## src/hdl/pfks_pkg.sv

```systemverilog
`default_nettype none
// ----------------------------------------------------------------------------
// Priority-flag-then-key sorter package
// Shared sizes, transaction payload types and the sort key type.
// ----------------------------------------------------------------------------
package pfks_pkg;

    localparam int MAX_RECORDS = 32;
    localparam int KEY_WIDTH   = 16;

    // Fixed field widths of the transaction payloads.
    localparam int KEY_FIELD_W = 16;
    localparam int POS_FIELD_W = 5;

    // Index into the record store and a count that can hold the depth itself.
    localparam int IDX_W = $clog2(MAX_RECORDS);
    localparam int CNT_W = $clog2(MAX_RECORDS + 1);

    // Stored record: priority flag above the key.
    localparam int REC_W = 1 + KEY_WIDTH;

    typedef struct packed {
        logic [KEY_FIELD_W-1:0] key_value;
        logic                   priority_flag;
        logic                   is_last;
    } t_in_item;

    typedef struct packed {
        logic [KEY_FIELD_W-1:0] key_out;
        logic                   priority_out;
        logic [POS_FIELD_W-1:0] load_position;
        logic                   end_of_run;
        logic                   overflowed;
    } t_out_item;

    // Total order of the sort: priority records first (inverted flag), then
    // ascending key, then ascending load position. No two records compare equal.
    typedef struct packed {
        logic                 grp;
        logic [KEY_WIDTH-1:0] key;
        logic [IDX_W-1:0]     idx;
    } t_sort_key;

endpackage
`default_nettype wire

```

## src/hdl/pfks_ram.sv

```systemverilog
`default_nettype none
// ----------------------------------------------------------------------------
// Generic single-port-write, single-port-read RAM
// One write and one registered read per cycle.
// ----------------------------------------------------------------------------
module pfks_ram #(
    parameter int WIDTH = 8,
    parameter int DEPTH = 32
) (
    input  wire logic                     i_clk,
    input  wire logic                     i_wr_en,
    input  wire logic [$clog2(DEPTH)-1:0] i_wr_addr,
    input  wire logic [WIDTH-1:0]         i_wr_data,
    input  wire logic                     i_rd_en,
    input  wire logic [$clog2(DEPTH)-1:0] i_rd_addr,
    output logic      [WIDTH-1:0]         o_rd_data
);

    logic [WIDTH-1:0] r_mem [DEPTH];
    logic [WIDTH-1:0] r_rd_data;

    always_ff @(posedge i_clk) begin
        if (i_wr_en) begin
            r_mem[i_wr_addr] <= i_wr_data;
        end
        if (i_rd_en) begin
            r_rd_data <= r_mem[i_rd_addr];
        end
    end

    assign o_rd_data = r_rd_data;

endmodule
`default_nettype wire

```

## src/hdl/priority_flag_then_key_sorter.sv

```systemverilog
`default_nettype none
// ----------------------------------------------------------------------------
// Priority-flag-then-key sorter
// Loads records into a RAM and emits them sorted by priority, key and order.
// ----------------------------------------------------------------------------
// Each accepted input transaction stores one record (key and priority flag) at
// the next free RAM entry, one transaction per cycle. The transaction that
// carries is_last starts the output burst: every loaded record comes out once,
// priority records first, each group in ascending key order, equal keys in load
// order, with the load position as handle. Records arriving while the store is
// full are dropped and every result of that burst reports overflowed. No input
// is accepted during a burst. The sort is a repeated selection over the single
// read port of the record RAM: for each result the block reads all n loaded
// entries, one per cycle, and keeps the smallest record that lies above the one
// emitted before. A scan ends when the read data of the last entry has been
// checked; the result is then offered and held while the receiver stalls.
// The store needs no clearing: only entries below the fill count are read.
// ----------------------------------------------------------------------------
module priority_flag_then_key_sorter
    import pfks_pkg::*;
(
    input  wire logic      i_clk,
    input  wire logic      i_rst_n,
    input  wire logic      i_in_valid,
    output logic           o_in_ready,
    input  wire t_in_item  i_in_data,
    output logic           o_out_valid,
    input  wire logic      i_out_ready,
    output t_out_item      o_out_data
);

    // Load while idle, scan the store for the next record, then present it.
    typedef enum logic [2:0] {
        ST_IDLE = 3'b001,
        ST_SCAN = 3'b010,
        ST_EMIT = 3'b100
    } t_state;

    t_state           r_state, n_state;
    logic [CNT_W-1:0] r_fill, n_fill;         // records in the store
    logic             r_ovf, n_ovf;           // a record was dropped this load
    logic [CNT_W-1:0] r_issue, n_issue;       // next address of the scan
    logic             r_dv, n_dv;             // RAM read data valid
    logic [IDX_W-1:0] r_didx, n_didx;         // address of that read data
    logic [CNT_W-1:0] r_emitted, n_emitted;   // results delivered this burst
    logic             r_have_best, n_have_best;
    logic             r_have_last, n_have_last;
    t_sort_key        r_best, n_best;         // best candidate of this scan
    t_sort_key        r_last, n_last;         // record emitted last

    logic             wr_en;
    logic [IDX_W-1:0] wr_addr;
    logic [REC_W-1:0] wr_data;
    logic             rd_en;
    logic [IDX_W-1:0] rd_addr;
    logic [REC_W-1:0] rd_data;
    t_sort_key        cand;
    logic             in_fire;
    logic             last_result;

    pfks_ram #(
        .WIDTH (REC_W),
        .DEPTH (MAX_RECORDS)
    ) u_store (
        .i_clk     (i_clk),
        .i_wr_en   (wr_en),
        .i_wr_addr (wr_addr),
        .i_wr_data (wr_data),
        .i_rd_en   (rd_en),
        .i_rd_addr (rd_addr),
        .o_rd_data (rd_data)
    );

    // Record arriving from the RAM, turned into its sort key. The stored word
    // holds the priority flag above the key; the position is the address.
    always_comb begin
        cand.grp = ~rd_data[REC_W-1];
        cand.key = rd_data[KEY_WIDTH-1:0];
        cand.idx = r_didx;
    end

    assign in_fire     = i_in_valid && o_in_ready;
    assign last_result = (r_emitted + CNT_W'(1)) == r_fill;

    always_comb begin
        n_state     = r_state;
        n_fill      = r_fill;
        n_ovf       = r_ovf;
        n_issue     = r_issue;
        n_dv        = 1'b0;
        n_didx      = r_didx;
        n_emitted   = r_emitted;
        n_have_best = r_have_best;
        n_have_last = r_have_last;
        n_best      = r_best;
        n_last      = r_last;
        wr_en       = 1'b0;
        wr_addr     = r_fill[IDX_W-1:0];
        wr_data     = {i_in_data.priority_flag, KEY_WIDTH'(i_in_data.key_value)};
        rd_en       = 1'b0;
        rd_addr     = r_issue[IDX_W-1:0];
        o_in_ready  = 1'b0;
        o_out_valid = 1'b0;

        unique case (r_state)
            ST_IDLE: begin
                o_in_ready = 1'b1;
                if (in_fire) begin
                    if (r_fill < CNT_W'(MAX_RECORDS)) begin
                        wr_en  = 1'b1;
                        n_fill = r_fill + CNT_W'(1);
                    end else begin
                        n_ovf = 1'b1;
                    end
                    if (i_in_data.is_last) begin
                        n_state     = ST_SCAN;
                        n_issue     = '0;
                        n_emitted   = '0;
                        n_have_best = 1'b0;
                        n_have_last = 1'b0;
                    end
                end
            end

            ST_SCAN: begin
                // Issue one read per cycle over the loaded entries.
                if (r_issue < r_fill) begin
                    rd_en   = 1'b1;
                    n_issue = r_issue + CNT_W'(1);
                    n_dv    = 1'b1;
                    n_didx  = r_issue[IDX_W-1:0];
                end
                // Keep the smallest record above the one emitted before.
                if (r_dv) begin
                    if ((!r_have_last || cand > r_last) &&
                        (!r_have_best || cand < r_best)) begin
                        n_best      = cand;
                        n_have_best = 1'b1;
                    end
                    if (CNT_W'(r_didx) == r_fill - CNT_W'(1)) begin
                        n_state = ST_EMIT;
                        n_dv    = 1'b0;
                    end
                end
            end

            ST_EMIT: begin
                o_out_valid = 1'b1;
                if (i_out_ready) begin
                    n_last      = r_best;
                    n_have_last = 1'b1;
                    n_have_best = 1'b0;
                    n_issue     = '0;
                    n_emitted   = r_emitted + CNT_W'(1);
                    if (last_result) begin
                        n_state     = ST_IDLE;
                        n_fill      = '0;
                        n_ovf       = 1'b0;
                        n_emitted   = '0;
                        n_have_last = 1'b0;
                    end else begin
                        n_state = ST_SCAN;
                    end
                end
            end

            default: begin
                n_state = ST_IDLE;
            end
        endcase
    end

    always_comb begin
        o_out_data.key_out       = KEY_FIELD_W'(r_best.key);
        o_out_data.priority_out  = ~r_best.grp;
        o_out_data.load_position = POS_FIELD_W'(r_best.idx);
        o_out_data.end_of_run    = last_result;
        o_out_data.overflowed    = r_ovf;
    end

    always_ff @(posedge i_clk) begin
        if (!i_rst_n) begin
            r_state     <= ST_IDLE;
            r_fill      <= '0;
            r_ovf       <= 1'b0;
            r_issue     <= '0;
            r_dv        <= 1'b0;
            r_emitted   <= '0;
            r_have_best <= 1'b0;
            r_have_last <= 1'b0;
        end else begin
            r_state     <= n_state;
            r_fill      <= n_fill;
            r_ovf       <= n_ovf;
            r_issue     <= n_issue;
            r_dv        <= n_dv;
            r_emitted   <= n_emitted;
            r_have_best <= n_have_best;
            r_have_last <= n_have_last;
        end
    end

    always_ff @(posedge i_clk) begin
        r_didx <= n_didx;
        r_best <= n_best;
        r_last <= n_last;
    end

endmodule
`default_nettype wire
```

## config.mk

```make
export PLATFORM = sky130hd
export DESIGN_NAME = priority_flag_then_key_sorter
export DESIGN_NICKNAME = d
export VERILOG_FILES = /design/src/hdl/pfks_pkg.sv /design/src/hdl/pfks_ram.sv /design/src/hdl/priority_flag_then_key_sorter.sv
export SDC_FILE = /design/constraint.sdc
export NUM_CORES = 1
export LEC_CHECK = 0
export ABC_AREA = 1
export ABC_CLOCK_PERIOD_IN_PS = 4000
export BUFFER_PORTS_ARGS = -buffer_cell sky130_fd_sc_hd__buf_2
export CAP_MARGIN = 40
export CELL_PAD_IN_SITES_DETAIL_PLACEMENT = 1
export CELL_PAD_IN_SITES_GLOBAL_PLACEMENT = 2
export CORE_MARGIN = 5
export CORE_UTILIZATION = 47
export CTS_CLUSTER_SIZE = 20
export DETAILED_ROUTE_END_ITERATION = 7
export PLACE_DENSITY = 0.83
export SLEW_MARGIN = 20
export SYNTH_ARGS = -nofsm -noshare
export SYNTH_HDL_FRONTEND = slang
export SYNTH_SLANG_ARGS = --single-unit
export TNS_END_PERCENT = 100
```

## constraint.sdc

```tcl
create_clock -name i_clk -period 4 [get_ports i_clk]
set_input_delay 0.4 -clock i_clk [delete_from_list [all_inputs] [get_ports i_clk]]
set_output_delay 0.4 -clock i_clk [all_outputs]
set_load 0.02 [all_outputs]
```

[After elaboration in Yosys (flattened, before gate mapping)]
Memories as Yosys holds them, arrays and structs flattened. A register that Yosys moved wholly into a read port is not among the register bits.
Cells that the tools add are included.
Word-level totals
  register bits: 74
  RAM bits: 544
  bits of input ports: 22
  output and inout bits: 26
  memories: 1
Memories
  u_store.r_mem: depth 32, bits a word 17, rd ports 1, clocked after memory_dff 1, wr ports 1, line pfks_ram.sv:19  | logic [WIDTH-1:0] r_mem [DEPTH];
Cells by class
  add/sub/neg operators: 4
  order comparisons: 4
  eq/ne operators: 15
  muxes and demuxes: 45
  bitwise operators: 2
  reductions and logical operators: 18
Operator list (number)
  $mux W6: 10
  $pmux W6 S2: 2
  $gt A22 B22 Y1: 1
  $lt A22 B22 Y1: 1
  $mux W1: 22
  $ne A2 B2 Y1 const B: 10
  $reduce_and A5 Y1: 4
  $add A6 B1 Y6 const B: 3
  $pmux W6 S3: 1
  $mux W3: 5
  $pmux W3 S3: 1
  $eq A5 B6 Y1: 1
  $eq A6 B6 Y1: 1
  $lt A6 B6 Y1: 1
  $lt A6 B6 Y1 const B: 1
  $reduce_and A2 Y1: 3
  $reduce_and A6 Y1: 1
  $sub A6 B1 Y6 const B: 1
  $pmux W1 S2: 2
  $reduce_and A4 Y1: 1
  $eq A3 B1 Y1 const B: 1
  $eq A3 B2 Y1 const B: 1
  $eq A3 B3 Y1 const B: 1
  $pmux W1 S3: 1
  other kinds (8): 12

[Depth between registers and ports, before layout]
  word-level depth: 7
  gate-level depth with buffers: 16
  gate-level depth less buffers: 16

[Hierarchy]
Synthesis repeated with hierarchy kept, for this count alone.
Second synthesis, totals
  cell total of the unflattened synthesis: 2428
  area, all modules: 27149.8 µm²
Modules (own cells, without submodules)
  pfks_ram: instances 1, cells each 1902, area each 22549.1 µm²
  priority_flag_then_key_sorter: instances 1, cells each 526, area each 4600.7 µm²

[Least setup slack after synthesis]
No wires, ideal clock.
  path type: reg-to-reg
  from: register r_best[21] (netlist bit)
  to: register r_best, in the netlist o_out_data[10], enable pin
  library setup time: 401 ps
  data arrival time: 2324 ps
  path slack: 1275 ps
  stages on the path, launching flop included: 12
  buffers on the path: 0
  clock period less this slack: 2725 ps
  path through: edfxtp_1 > inv_1 > ha_1 > nand2_1 > inv_1 > nand2_1 > nand2_1 > a21oi_1 > nand3_1 > a21oi_1 > nand2_1 > nor2_1
On the way
  cells in the longest elaborated chain, start to end: 4
RTL lines
  from (decl): line priority_flag_then_key_sorter.sv:48  | t_sort_key r_best, n_best;
  from (signal assigned): line priority_flag_then_key_sorter.sv:205  | r_best <= n_best;
  $lt A22 B22 Y1: line priority_flag_then_key_sorter.sv:136  | (!r_have_best || cand < r_best)) begin
  $logic_or A1 B1 Y1: line priority_flag_then_key_sorter.sv:136
  $logic_and A1 B1 Y1: line priority_flag_then_key_sorter.sv:135  | if ((!r_have_last || cand > r_last) &&
  $reduce_and A3 Y1 (no source line)
No other way between the ends.
A chain may end at the register's enable or synchronous reset.

[Worst setup path in the final report]
  from: register r_issue[1]
  to: register u_store.r_rd_data[7], in the netlist u_store.o_rd_data[7], read port of u_store.r_mem (data pin)
On the way
  cells in the longest elaborated chain, start to end: 3
RTL lines
  from (decl): line priority_flag_then_key_sorter.sv:42  | logic [CNT_W-1:0] r_issue, n_issue;
  from (signal assigned): line priority_flag_then_key_sorter.sv:195  | r_issue <= n_issue;
  $lt A6 B6 Y1: line priority_flag_then_key_sorter.sv:127  | if (r_issue < r_fill) begin
  $mux W1: line priority_flag_then_key_sorter.sv:127
  $mux W1: line priority_flag_then_key_sorter.sv:105  | unique case (r_state)
  to (decl): line pfks_ram.sv:20  | logic [WIDTH-1:0] r_rd_data;
Several ways; a longest one is shown, not always the timed one.

==> results.md <==
* Status: finished clean
* Grt met2 use at 41.9%
* DR vias/cell at 5.86
* Post-Syn Area at 26400 um^2
* Crit-path slowest cell: dfxtp_4
* Iter 0 DRT Violations at 1641
* Critical-path cell list: inv_4, buf_4, o21ai_0, o221ai_1, nand3_1, nand3_1, o21ai_1, inv_1
* Placer Congestion at 0.809
* Core area at 55300 um^2
* Die Y at 247 um
* H-tree depth at 3
* Peak VDD IR at 0.390 mV
* GR peak layer: met2
* CP arrival at 3.16 ns
* Rows at 86
* Avg WL per Cell at 25.8 um
* Drt total wl at 76.3 mm
* Num CTS Buffers at 70
* Worst path depth at 8
* Max-Cap Viols at 0
* CP delay by family, top: flip-flops
* First-pass GRT wire length at 113 mm
* Syn Nets at 2186
* Drt first pass iters at 5
* Hold Path Class: in2reg
* RSZ-0062 raised after global routing: false
* Via count at 17313
* Overflow after GRT at 0
* Layout area overhead at 12.7%
* Clock Skews at 0.0167 ns
* Setup Buffers After CTS at 0
* Fin crit period at 2.83 ns
* Pleak at 10.2 nW
* CP Buf/Inv Count at 3
* WP data required at 4.33 ns
* Final worst slack at 1.17 ns
* Pins Over Slew Limit at 0
* Worst-Margin Slew at 0.868 ns
* Final setup fails at 0
* Ys Warns at 0
* Max FO, Critical Path at 47
* Worst path max stage delay at 0.79 ns
* Largest net degree at the start of global routing at 145
* CTS root buf: clkbuf_16
* Setup tns final at 0 ns
* Clk_lat worst skew at 0.63 ns
* CTS tree: built
* Pre-CTS setup slack at 1.25 ns
* Die Wd at 247 um
* Post_cts resized at 0
* PwrDens at 598 nW/um^2
* Number of global-route vias before repair at 18281
* Fmax at 353 MHz
* Nets at 2228
* Cells after Synth at 2110
* Worst-path clk slew at 0.06 ns
* Hold bufs inserted after CTS at 0
* Total die area at 60900 um^2
* Synth Area per Inst at 12.5 um^2
* Initial Util at 47.6%
* Post-synth cell types at 44
* CTS Sinks at 635
* ANT nets after route at 0
* GRT Util Overall at 24.9%
* Yosys reg bits at 635
* Crit-path most repeated cell: nand3_1
* DP HPWL at 45.9 mm
* Headroom to the max-slew limit at 42.0%
* Antenna violations before repair at 0
* Final Hold Viols at 0
* CP Capture Type: register
* Startpoint Class: register
* Hold path depth at 2
* R2R cell count at 8
* Ports at 48
* Remaining DRCs at 0
* Met3 Use GR at 4.37%
* Share of layout cells above drive strength 1 at 12.4%
* Seq/Total Area, Yosys at 71.4%
* IO buf count at 47
* Kind of critical path: reg2reg
* Clock Tree Buf Depth at 3
* Tcrit/Tclk final at 70.8%
* GR Util met1 at 32.9%
==> cells by family (layout without fill, tap and decap cells) <==
kind of cell | after synthesis | after routing | synth area share [%]
other | 0 | 1 | 0
AOI/OAI and AO/OA | 494 | 494 | 10.9
xor gates and xnor gates | 16 | 16 | 0.532
DFF | 635 | 635 | 71.4
and+or+nand+nor | 650 | 650 | 10.3
buffers and inverters | 261 | 357 | 4.35
adders and majority gates | 54 | 54 | 2.56
==> synthesized netlist by cell type, drive strengths merged <==
cell / instances / area [um^2]
nand2: 206 / 783
dfxtp: 25 / 500
a21o: 2 / 15.0
o2111ai: 1 / 8.76
a211oi: 1 / 12.5
nand4: 29 / 181
buf: 65 / 408
xnor2: 8 / 70.1
ha: 54 / 676
edfxtp: 610 / 18300
clkinv: 2 / 7.51
nor2: 347 / 1340
o21ai: 294 / 1480
o211ai: 19 / 143
a21oi: 36 / 191
nand3b: 1 / 7.51
o221ai: 50 / 438
nor3: 5 / 52.6
a21boi: 1 / 7.51
nand3: 61 / 340
inv: 121 / 454
a31oi: 1 / 6.26
clkbuf: 73 / 277
o21bai: 2 / 15.0
o21a: 1 / 7.51
xor2: 8 / 70.1
o22ai: 86 / 538
and2: 1 / 6.26
==> layout make-up <==
type,count,area [um^2]
sequential,635,18800
fill,5588,25600
timing repair buffer,108,836
multi-input combinational,1214,6480
clock buffer,84,1800
inverter,123,472
tap,748,936
antenna,1,2.50
clock inverter,42,349
==> report_power, final <==
group / internal [mW] / switching (mW) / leakage [nW]
Sequential: 7.53 / 0.180 / 5.70
Clock: 3.50 / 2.64 / 1.06
Combinational: 1.08 / 2.84 / 3.46
==> metrics by stage <==
step                      utilization, %  power [mW]  hold slack [ns]  area (um^2)  instances
after global placement              49.6        11.5            0.441        27500       2823
after floorplan                        -        10.2            0.426        26400       2110
after CTS                           53.7        17.8           0.0346        29700       2953
after detailed placement            49.8        11.7            0.453        27500       2827
final                               53.7        17.8           0.0657        29700       2955
after global routing                53.7        18.5           0.0524        29700       2954
==> final timing paths <==
kind | from | endpoint | slack, ns
setup / recovery | r_issue[1] | u_store.o_rd_data[7] | 1.17
setup reg to reg | r_issue[1] | u_store.o_rd_data[7] | 1.17
hold / removal | i_rst_n | r_state[0] | 0.07
hold reg to reg | r_ovf | r_ovf | 0.46
==> sequential cells by signal, summed over array words and instances, names as in the netlist, 3 cells and up <==
register,flops
u_store.r_mem,544
r_last,22
o_out_data,21
u_store.o_rd_data,17
r_emitted,6
r_fill,6
r_issue,6
r_didx,5
r_state,3
==> routing by layer <==
layer	up-vias	routed length, um	share of wire, %
met2	588	37400	49
li1	7753	-	-
met5	-	0	0
met4	0	2660	3.5
met1	8835	31400	41
met3	137	4830	6.3
==> worst register-to-register path, stage by stage (launching register included) <==
cell	delay [ns]
dfxtp_4	0.79
inv_4	0.22
buf_4	0.31
o21ai_0	0.16
o221ai_1	0.15
nand3_1	0.10
nand3_1	0.15
o21ai_1	0.46
inv_1	0.21
==> cell usage in the layout, fill, tap and decap left out, drive strengths merged, types with 4 or more instances in the layout <==
cell type | synthesis | routed
nand3 | 61 | 61
a21oi | 36 | 36
xnor2 | 8 | 8
clkinv | 2 | 33
edfxtp | 610 | 610
o211ai | 19 | 19
nor2 | 347 | 347
ha | 54 | 54
inv | 121 | 127
dfxtp | 25 | 25
nor3 | 5 | 5
o21ai | 294 | 294
o22ai | 86 | 86
bufinv | 0 | 4
xor2 | 8 | 8
clkbuf | 73 | 84
buf | 65 | 108
nand2 | 206 | 206
o221ai | 50 | 50
nand4 | 29 | 29
Note: power is estimated with default switching activity, not from simulation.
